### src/sv/stcm_pkg.sv
// Shared constants and types for the speed-to-color map unit.
// No dependencies; used by every module of the block.
package stcm_pkg;

    // Width of one coordinate field
    localparam int IN_W = 24;

    // Width and fraction bits of one color intensity
    localparam int OUT_W    = 13;
    localparam int OUT_FRAC = 12;

    // Queue status seen by both sides of the decoupling queue
    typedef struct packed {
        logic full;
        logic empty;
    } q_status_t;

endpackage

### src/sv/stcm_queue.sv
// Short FIFO that decouples the front (distance) and back (root, color) sections.
// Depends on stcm_pkg for the status struct.
module stcm_queue #(
    parameter int DATA_W = 8,
    parameter int DEPTH  = 4
) (
    input  logic                 clk,
    input  logic                 rst_n,
    input  logic                 push,
    input  logic [DATA_W-1:0]    wr_data,
    input  logic                 pop,
    output logic [DATA_W-1:0]    rd_data,
    output stcm_pkg::q_status_t  status
);

    localparam int PTR_W = (DEPTH > 1) ? $clog2(DEPTH) : 1;
    localparam int CNT_W = $clog2(DEPTH + 1);
    localparam logic [PTR_W-1:0] LAST_PTR = PTR_W'(DEPTH - 1);

    logic [DATA_W-1:0] mem_reg [DEPTH];
    logic [PTR_W-1:0]  wr_ptr_reg, wr_ptr_next;
    logic [PTR_W-1:0]  rd_ptr_reg, rd_ptr_next;
    logic [CNT_W-1:0]  cnt_reg, cnt_next;

    // Pointer wrap and fill count
    always_comb
    begin
        wr_ptr_next = wr_ptr_reg;
        rd_ptr_next = rd_ptr_reg;
        cnt_next    = cnt_reg;
        if (push)
        begin
            wr_ptr_next = (wr_ptr_reg == LAST_PTR) ? '0 : wr_ptr_reg + 1'b1;
        end
        if (pop)
        begin
            rd_ptr_next = (rd_ptr_reg == LAST_PTR) ? '0 : rd_ptr_reg + 1'b1;
        end
        if (push && !pop)
        begin
            cnt_next = cnt_reg + 1'b1;
        end
        else if (pop && !push)
        begin
            cnt_next = cnt_reg - 1'b1;
        end
    end

    always_ff @(posedge clk or negedge rst_n)
    begin
        if (!rst_n)
        begin
            wr_ptr_reg <= '0;
            rd_ptr_reg <= '0;
            cnt_reg    <= '0;
        end
        else
        begin
            wr_ptr_reg <= wr_ptr_next;
            rd_ptr_reg <= rd_ptr_next;
            cnt_reg    <= cnt_next;
        end
    end

    // Storage: payload only, no reset
    always_ff @(posedge clk)
    begin
        if (push)
        begin
            mem_reg[wr_ptr_reg] <= wr_data;
        end
    end

    assign rd_data      = mem_reg[rd_ptr_reg];
    assign status.full  = (cnt_reg == CNT_W'(DEPTH));
    assign status.empty = (cnt_reg == '0);

endmodule

### src/sv/stcm_front.sv
// Front section: accepts point pairs, forms axis differences, flags large steps,
// squares and sums the magnitudes. Depends on stcm_pkg.
module stcm_front #(
    parameter int FRAC_BITS = 12
) (
    input  logic                              clk,
    input  logic                              rst_n,
    input  logic                              in_valid,
    output logic                              in_stall,
    input  logic signed [stcm_pkg::IN_W-1:0]  cur_x,
    input  logic signed [stcm_pkg::IN_W-1:0]  cur_y,
    input  logic signed [stcm_pkg::IN_W-1:0]  cur_z,
    input  logic signed [stcm_pkg::IN_W-1:0]  prev_x,
    input  logic signed [stcm_pkg::IN_W-1:0]  prev_y,
    input  logic signed [stcm_pkg::IN_W-1:0]  prev_z,
    input  stcm_pkg::q_status_t               q_status,
    output logic                              push,
    output logic [2*FRAC_BITS+8:0]            push_data
);

    localparam int DIFF_W = stcm_pkg::IN_W + 1;
    localparam int MAG_W  = FRAC_BITS + 3;
    localparam int SQ_W   = 2 * MAG_W;
    localparam int SUM_W  = SQ_W + 2;
    localparam logic signed [DIFF_W-1:0] BIG_POS = DIFF_W'(5 << FRAC_BITS);
    localparam logic signed [DIFF_W-1:0] BIG_NEG = -BIG_POS;

    logic                       front_en;
    logic signed [stcm_pkg::IN_W-1:0] cur  [3];
    logic signed [stcm_pkg::IN_W-1:0] prev [3];

    logic                       v1_reg, v2_reg, v3_reg, v4_reg;
    logic signed [DIFF_W-1:0]   diff_reg [3];
    logic signed [DIFF_W-1:0]   diff_next [3];
    logic [MAG_W-1:0]           mag_reg [3];
    logic [MAG_W-1:0]           mag_next [3];
    logic [SQ_W-1:0]            sq_reg [3];
    logic [SUM_W-1:0]           sum_reg, sum_next;
    logic                       big2_reg, big3_reg, big4_reg, big2_next;
    logic [DIFF_W-1:0]          abs_full;

    assign cur[0]  = cur_x;
    assign cur[1]  = cur_y;
    assign cur[2]  = cur_z;
    assign prev[0] = prev_x;
    assign prev[1] = prev_y;
    assign prev[2] = prev_z;

    // The section advances unless its last stage is blocked by a full queue
    assign front_en = !(v4_reg && q_status.full);
    assign in_stall = !front_en;

    // Stage 1: signed differences
    always_comb
    begin
        for (int i = 0; i < 3; i++)
        begin
            diff_next[i] = DIFF_W'(cur[i]) - DIFF_W'(prev[i]);
        end
    end

    // Stage 2: magnitudes and large-step flag
    always_comb
    begin
        big2_next = 1'b0;
        abs_full  = '0;
        for (int i = 0; i < 3; i++)
        begin
            abs_full    = diff_reg[i][DIFF_W-1] ? -diff_reg[i] : diff_reg[i];
            mag_next[i] = abs_full[MAG_W-1:0];
            if ((diff_reg[i] >= BIG_POS) || (diff_reg[i] <= BIG_NEG))
            begin
                big2_next = 1'b1;
            end
        end
    end

    // Stage 4 input: sum of squares
    assign sum_next = SUM_W'(sq_reg[0]) + SUM_W'(sq_reg[1]) + SUM_W'(sq_reg[2]);

    // Valid bits
    always_ff @(posedge clk or negedge rst_n)
    begin
        if (!rst_n)
        begin
            v1_reg <= 1'b0;
            v2_reg <= 1'b0;
            v3_reg <= 1'b0;
            v4_reg <= 1'b0;
        end
        else if (front_en)
        begin
            v1_reg <= in_valid;
            v2_reg <= v1_reg;
            v3_reg <= v2_reg;
            v4_reg <= v3_reg;
        end
    end

    // Payload stages
    always_ff @(posedge clk)
    begin
        if (front_en)
        begin
            for (int i = 0; i < 3; i++)
            begin
                diff_reg[i] <= diff_next[i];
                mag_reg[i]  <= mag_next[i];
                sq_reg[i]   <= mag_reg[i] * mag_reg[i];
            end
            big2_reg <= big2_next;
            big3_reg <= big2_reg;
            big4_reg <= big3_reg;
            sum_reg  <= sum_next;
        end
    end

    assign push      = v4_reg && front_en;
    assign push_data = {big4_reg, sum_reg};

endmodule

### src/sv/stcm_back.sv
// Back section: pipelined integer square root, one root bit per stage, then the
// six-band color map and the output register. Depends on stcm_pkg.
module stcm_back #(
    parameter int FRAC_BITS = 12
) (
    input  logic                              clk,
    input  logic                              rst_n,
    input  stcm_pkg::q_status_t               q_status,
    input  logic [2*FRAC_BITS+8:0]            q_data,
    output logic                              pop,
    output logic                              out_valid,
    input  logic                              out_stall,
    output logic [stcm_pkg::OUT_W-1:0]        red,
    output logic [stcm_pkg::OUT_W-1:0]        green,
    output logic [stcm_pkg::OUT_W-1:0]        blue
);

    localparam int R_W   = FRAC_BITS + 4;
    localparam int SUM_W = 2 * R_W;
    localparam int C_W   = FRAC_BITS + 1;
    localparam int CV_W  = C_W + stcm_pkg::OUT_FRAC;
    localparam int SHR   = (FRAC_BITS >= stcm_pkg::OUT_FRAC) ?
                           FRAC_BITS - stcm_pkg::OUT_FRAC : 0;
    localparam int SHL   = (FRAC_BITS < stcm_pkg::OUT_FRAC) ?
                           stcm_pkg::OUT_FRAC - FRAC_BITS : 0;

    localparam logic [R_W-1:0] ONE_V   = R_W'(1 << FRAC_BITS);
    localparam logic [R_W-1:0] TWO_V   = R_W'(2 << FRAC_BITS);
    localparam logic [R_W-1:0] THREE_V = R_W'(3 << FRAC_BITS);
    localparam logic [R_W-1:0] FOUR_V  = R_W'(4 << FRAC_BITS);
    localparam logic [R_W-1:0] FIVE_V  = R_W'(5 << FRAC_BITS);
    localparam logic [C_W-1:0] ONE_C   = C_W'(1 << FRAC_BITS);

    logic                 back_en;
    logic                 vld_reg [R_W];
    logic [R_W-1:0]       q_reg   [R_W];
    logic                 big_reg [R_W];
    logic [SUM_W-1:0]     rem_reg [R_W-1];

    logic [R_W-1:0]       root;
    logic [C_W-1:0]       r_c, g_c, b_c;
    logic                 out_valid_reg;
    logic [stcm_pkg::OUT_W-1:0] red_reg, green_reg, blue_reg;

    // Convert a band value to Q1.12
    function automatic logic [stcm_pkg::OUT_W-1:0] to_out(input logic [C_W-1:0] x);
        logic [CV_W-1:0] t;
        t = CV_W'(x);
        t = (t >> SHR) << SHL;
        return t[stcm_pkg::OUT_W-1:0];
    endfunction

    // The whole section moves unless a finished transaction waits at the output
    assign back_en = !(out_valid_reg && out_stall);
    assign pop     = back_en && !q_status.empty;

    // Root pipeline: stage s decides root bit R_W-1-s
    for (genvar s = 0; s < R_W; s++)
    begin : g_root
        localparam int K = R_W - 1 - s;

        logic [SUM_W-1:0] rem_in, trial, rem_next;
        logic [R_W-1:0]   q_in, q_next;
        logic             big_in, vld_in, fits;

        if (s == 0)
        begin : g_head
            assign rem_in = q_data[SUM_W-1:0];
            assign q_in   = '0;
            assign big_in = q_data[SUM_W];
            assign vld_in = pop;
        end
        else
        begin : g_body
            assign rem_in = rem_reg[s-1];
            assign q_in   = q_reg[s-1];
            assign big_in = big_reg[s-1];
            assign vld_in = vld_reg[s-1];
        end

        // (q + 2^K)^2 - q^2 = q*2^(K+1) + 2^(2K)
        assign trial    = (SUM_W'(q_in) << (K + 1)) | (SUM_W'(1) << (2 * K));
        assign fits     = (rem_in >= trial);
        assign rem_next = fits ? rem_in - trial : rem_in;
        assign q_next   = fits ? (q_in | (R_W'(1) << K)) : q_in;

        always_ff @(posedge clk or negedge rst_n)
        begin
            if (!rst_n)
            begin
                vld_reg[s] <= 1'b0;
            end
            else if (back_en)
            begin
                vld_reg[s] <= vld_in;
            end
        end

        always_ff @(posedge clk)
        begin
            if (back_en)
            begin
                q_reg[s]   <= q_next;
                big_reg[s] <= big_in;
            end
        end

        if (s < R_W - 1)
        begin : g_rem
            always_ff @(posedge clk)
            begin
                if (back_en)
                begin
                    rem_reg[s] <= rem_next;
                end
            end
        end
    end

    assign root = q_reg[R_W-1];

    // Six-band color map; a large axis step forces magenta
    always_comb
    begin
        r_c = ONE_C;
        g_c = '0;
        b_c = ONE_C;
        priority if (big_reg[R_W-1])
        begin
            r_c = ONE_C;
            g_c = '0;
            b_c = ONE_C;
        end
        else if (root < ONE_V)
        begin
            r_c = '0;
            g_c = C_W'(root);
            b_c = ONE_C;
        end
        else if (root < TWO_V)
        begin
            r_c = '0;
            g_c = ONE_C;
            b_c = C_W'(TWO_V - root);
        end
        else if (root < THREE_V)
        begin
            r_c = C_W'(root - TWO_V);
            g_c = ONE_C;
            b_c = '0;
        end
        else if (root < FOUR_V)
        begin
            r_c = ONE_C;
            g_c = C_W'(FOUR_V - root);
            b_c = '0;
        end
        else if (root < FIVE_V)
        begin
            r_c = ONE_C;
            g_c = '0;
            b_c = C_W'(root - FOUR_V);
        end
        else
        begin
            r_c = ONE_C;
            g_c = '0;
            b_c = ONE_C;
        end
    end

    // Output register
    always_ff @(posedge clk or negedge rst_n)
    begin
        if (!rst_n)
        begin
            out_valid_reg <= 1'b0;
        end
        else if (back_en)
        begin
            out_valid_reg <= vld_reg[R_W-1];
        end
    end

    always_ff @(posedge clk)
    begin
        if (back_en)
        begin
            red_reg   <= to_out(r_c);
            green_reg <= to_out(g_c);
            blue_reg  <= to_out(b_c);
        end
    end

    assign out_valid = out_valid_reg;
    assign red       = red_reg;
    assign green     = green_reg;
    assign blue      = blue_reg;

endmodule

### src/sv/speed_to_color_map_unit.sv
// Speed-to-color map, top level: front section, decoupling queue, back section.
// Depends on stcm_pkg, stcm_front, stcm_queue and stcm_back.
//
// Usage:
//   Input channel (in_valid / in_stall) carries one transaction per point pair:
//   cur_x/y/z and prev_x/y/z, signed fixed point with FRAC_BITS fraction bits.
//   Output channel (out_valid / out_stall) returns one transaction per input:
//   red, green, blue as unsigned Q1.12 (4096 is full intensity).
//   A transaction moves at a rising edge with valid high and stall low.
// Pipeline: four front stages, the queue storage register, one square-root
//   stage per result bit (FRAC_BITS + 4 of them) and the output register.
// Throughput: one transaction per cycle while out_stall is low; every stage
//   is pipelined.
// Stall: when out_stall holds a result, the back section freezes, the queue
//   fills, and in_stall rises once the queue is full while the last front
//   stage holds a transaction; the whole front section then waits.
// Reset: rst_n clears all valid bits, queue pointers and the fill count; no
//   transaction is in flight afterward. Payload registers are not reset.
module speed_to_color_map_unit #(
    parameter int FRAC_BITS   = 12,
    parameter int QUEUE_DEPTH = 4
) (
    input  logic                              clk,
    input  logic                              rst_n,
    input  logic                              in_valid,
    output logic                              in_stall,
    input  logic signed [stcm_pkg::IN_W-1:0]  cur_x,
    input  logic signed [stcm_pkg::IN_W-1:0]  cur_y,
    input  logic signed [stcm_pkg::IN_W-1:0]  cur_z,
    input  logic signed [stcm_pkg::IN_W-1:0]  prev_x,
    input  logic signed [stcm_pkg::IN_W-1:0]  prev_y,
    input  logic signed [stcm_pkg::IN_W-1:0]  prev_z,
    output logic                              out_valid,
    input  logic                              out_stall,
    output logic [stcm_pkg::OUT_W-1:0]        red,
    output logic [stcm_pkg::OUT_W-1:0]        green,
    output logic [stcm_pkg::OUT_W-1:0]        blue
);

    // Queue entry: large-step flag over the sum of squares
    localparam int ENTRY_W = 2 * FRAC_BITS + 9;

    stcm_pkg::q_status_t   q_status;
    logic                  push, pop;
    logic [ENTRY_W-1:0]    push_data, q_data;

    stcm_front #(
        .FRAC_BITS (FRAC_BITS)
    ) u_front (
        .clk       (clk),
        .rst_n     (rst_n),
        .in_valid  (in_valid),
        .in_stall  (in_stall),
        .cur_x     (cur_x),
        .cur_y     (cur_y),
        .cur_z     (cur_z),
        .prev_x    (prev_x),
        .prev_y    (prev_y),
        .prev_z    (prev_z),
        .q_status  (q_status),
        .push      (push),
        .push_data (push_data)
    );

    stcm_queue #(
        .DATA_W (ENTRY_W),
        .DEPTH  (QUEUE_DEPTH)
    ) u_queue (
        .clk     (clk),
        .rst_n   (rst_n),
        .push    (push),
        .wr_data (push_data),
        .pop     (pop),
        .rd_data (q_data),
        .status  (q_status)
    );

    stcm_back #(
        .FRAC_BITS (FRAC_BITS)
    ) u_back (
        .clk       (clk),
        .rst_n     (rst_n),
        .q_status  (q_status),
        .q_data    (q_data),
        .pop       (pop),
        .out_valid (out_valid),
        .out_stall (out_stall),
        .red       (red),
        .green     (green),
        .blue      (blue)
    );

endmodule
### config.mk
export PLATFORM = sky130hd
export DESIGN_NAME = speed_to_color_map_unit
export DESIGN_NICKNAME = d
export VERILOG_FILES = /design/src/sv/stcm_pkg.sv /design/src/sv/stcm_queue.sv /design/src/sv/stcm_front.sv /design/src/sv/stcm_back.sv /design/src/sv/speed_to_color_map_unit.sv
export SDC_FILE = /design/constraint.sdc
export NUM_CORES = 2
export LEC_CHECK = 0
export ABC_AREA = 1
export BUFFER_PORTS_ARGS = -buffer_cell sky130_fd_sc_hd__buf_4
export CORE_ASPECT_RATIO = 0.75
export CORE_MARGIN = 10
export CORE_UTILIZATION = 30
export CTS_CLUSTER_SIZE = 30
export DETAILED_ROUTE_END_ITERATION = 8
export GPL_TIMING_DRIVEN = 1
export PLACE_DENSITY_LB_ADDON = 0.25
export SYNTH_ARGS = -nofsm -noshare
export SYNTH_HDL_FRONTEND = slang
export SYNTH_SLANG_ARGS = --single-unit
export TNS_END_PERCENT = 20
### constraint.sdc
create_clock -name clk -period 59.5 [get_ports clk]
set_input_delay 11.9 -clock clk [delete_from_list [all_inputs] [get_ports clk]]
set_output_delay 11.9 -clock clk [all_outputs]
set_load 0.01 [all_outputs]
==> flow_summary_export.csv <==
group,metric,value,unit
run_status,status,"complete, no violations",
logic_synthesis,avgSynthCellArea,8.83,µm²
logic_synthesis,yosys.cell_count.top_type,"nand2_1",
timing,finalClockSkew,0.0698,ns
cells_and_area,regArea,32100,µm²
logic_synthesis,synth_xor_area_frac,0.0386,
global_routing,gr-usage-all-layers,0.141,
routing,wl,203,mm
cells_and_area,multi_input_area,39100,µm²
clock_network,cts.sinks,1073,
cells_and_area,final_util,0.338,
worst_setup_path,cp_max_fo,180,
die,fp.dieW,608,µm
global_routing,grt.overflow.total,0,
logic_synthesis,syn_area,77800,µm²
logic_synthesis,netlist.area_leader.share,0.403,
clock_network,cts_tree,"yes",
clock_network,cts-resized-gates,0,
logic_synthesis,synthTopCellsByArea,"edfxtp_1, fa_1, nand2_1",
clock_network,hold_buffers,0,
logic_synthesis,yosys_warnings,0,
timing,fmax,0.0627,GHz
global_routing,grt_max_degree,181,
worst_setup_path,cp_cell_sequence,"buf_4, nand2_4, buf_4, buf_4, buf_4, buf_12",
timing,rsz0062_at_grt,"false",
logic_synthesis,ys_types,59,
logic_synthesis,synth_mux_area_frac,0.000868,
placed_design,portBuffers,188,
logic_synthesis,synth_edf_count,1045,
logic_synthesis,synth_compound_area_frac,0.0629,
placed_design,dpl.hpwl,161,mm
clock_network,h-tree-depth,3,
worst_setup_path,critPathCaptureType,"register",
timing,setup-tns-final,0,ns
routing,dr.pass1.iters,6,
cells_and_area,nNetsFinal,10200,
logic_synthesis,async_reset_ff_frac,0.0261,
logic_synthesis,synth_top_family_by_area,"simple AND/OR/NAND/NOR gates",
worst_setup_path,crit_arrival,16.30,ns
timing,finalCritPeriodShare,0.268,
routing,drtIter0Drc,4650,
worst_setup_path,path_delay_family,"buffers and inverters",
global_routing,grt_pass1_vias,57700,
routing,vias_per_cell,4.66,
global_routing,antenna_found_initial,1,
timing,slew_violations,0,
logic_synthesis,synth_fa_ha_area_frac,0.198,
die,coreArea,257000,µm²
worst_setup_path,critPathKind,"primary input to register",
global_routing,grt_pass1_wl,323,mm
worst_setup_path,critPathLaunchType,"primary input",
clock_network,clock_path_buffers,3,
flow_run,cap_violations,0,
logic_synthesis,synth.net_count,9942,
cells_and_area,num_antenna_cells,0,
timing,slew_headroom,0.287,
logic_synthesis,synthSimpleGateAreaFrac,0.201,
routing,ant_nets,0,
clock_network,clk_pin_slew,0.06,ns
worst_setup_path,cp_common_cell,"buf_4",
worst_setup_path,crit_slowest_cell,"buf_4",
cells_and_area,final_layout_size_suffix_gt1_frac,0.0529,
clock_network,post_cts_buffers,0,
timing,setup_violations,0,
worst_setup_path,cp.buffers_inverters,5,
placed_design,dp_cells,12300,
logic_synthesis,yosysTopAreaCell,"edfxtp_1",
routing,drc,0,
die,start_util,0.302,
logic_synthesis,synth.top_cells.by_count,"nand2_1, inv_1, edfxtp_1",
timing,final_hold_viol_count,0,
cells_and_area,final_cells,12500,
die,fp.dieH,461,µm
routing,via_count,58400,
hold_path,worstHoldPathType,"register to register",
die,num_rows,161,
clock_network,cts_root_buffer,"clkbuf_16",
clock_network,clock_latency,0.77,ns
die,boundaryPins,189,
worst_setup_path,crit_required,59.86,ns
cells_and_area,largest_reg_flops,480,
worst_setup_path,critPathMaxStageDelay,0.91,ns
die,dieArea,280000,µm²
clock_network,cts_buffers,115,
timing,tightest_slew,1.07,ns
logic_synthesis,synth_ff_type,"edfxtp_1",
cells_and_area,syn_to_final_growth,11.8,%
logic_synthesis,ys_seq_area_frac,0.412,
placed_design,gp_congestion,0.915,
logic_synthesis,synthCells,8810,
timing,min_period,15.94,ns
routing,wl_per_cell,16.2,µm
logic_synthesis,synth-seq-cells,1073,
cells_and_area,fillers,26700,
==> per-layer routing <==
| metal | wire (µm) | track usage |
|---|---|---|
| met2 | 85900 | 0.217 |
| met4 | 3100 | 0.0240 |
| met5 | 0 | 0 |
| met3 | 11100 | 0.0208 |
| met1 | 103000 | 0.212 |
==> through the flow <==
stage | area, µm² | worst slack, ns | hold WS [ns]
floorplan | 77800 | 27.71 | 0.400
global placement | 83200 | 42.85 | 0.403
detailed placement | 83200 | 42.70 | 0.405
CTS | 87000 | 43.54 | 0.395
global route | 87000 | 43.19 | 0.427
finish | 87000 | 43.56 | 0.412
==> final timing paths <==
path | slack [ns] | to | cells past startpoint | startpoint
hold / removal | 0.41 | u_back.q_reg[1][38] | 0 | u_back.q_reg[1][22]
setup / recovery | 43.56 | u_back.rem_reg[12][23] | 6 | out_stall
setup reg to reg | 53.13 | u_front.sq_reg[0][76] | 21 | u_front.mag_reg[0][38]
max in group asynchronous | 48.14 | u_queue.rd_ptr_reg[0] | 1 | rst_n
min in group asynchronous | 11.07 | u_back.g_root[13].vld_in | 1 | rst_n
hold reg to reg | 0.41 | u_back.q_reg[1][38] | 0 | u_back.q_reg[1][22]
==> logic make-up (layout without fill, tap and decap cells) <==
family,count (synthesis),count (layout)
AND/OR/NAND/NOR,3745,3745
buffers and inverters,1754,2058
flip-flops,1073,1073
adder cells (fa/ha/maj),984,984
AO/OA/AOI/OAI,905,905
XOR/XNOR,343,343
multiplexers,6,6
==> worst reg2reg max path, stage by stage, from the launching register on <==
cell and delay [ns]:
edfxtp_1 0.74, nand2_1 0.24, inv_1 0.08, fa_1 0.54, inv_1 0.06, fa_1 0.52, inv_1 0.05, fa_1 0.49
inv_1 0.06, fa_1 0.53, inv_1 0.05, fa_1 0.47, inv_1 0.05, fa_1 0.48, inv_1 0.04, ha_1 0.36
nand2_1 0.15, nor2_1 0.27, nand2_1 0.09, o211ai_1 0.42, a21oi_1 0.15, xnor2_1 0.30
==> cells in the final DEF, fill, tap and decap left out, drive strengths merged, types with 8 or more instances in the layout <==
cell type,Yosys,final
inv,1633,1637
nand3,428,428
bufinv,0,10
o21ai,297,297
dfrtp,28,28
fa,413,413
a21o,27,27
clkbuf,80,137
xnor2,105,105
nand4,139,139
or2,42,42
a21oi,478,478
nand2,2207,2207
edfxtp,1045,1045
ha,571,571
nor3,121,121
nor4,40,40
buf,40,211
nand3b,44,44
a31oi,8,8
clkinv,1,54
clkinvlp,0,9
xor2,238,238
o21a,12,12
nor2,707,707
o211ai,12,12
o21bai,49,49
==> cell type report <==
class,count,share of cell area
Clock buffer,137,0.0347
Clock inverter,76,0.00939
Inverter,1634,0.0705
Timing Repair Buffer,211,0.0185
Tap cell,3423,0.0492
Sequential cell,1073,0.369
Multi-Input combinational cell,5983,0.449
Power is not shown: default switching activity piles up to over one toggle a cycle in this logic, so the estimate is an artifact.
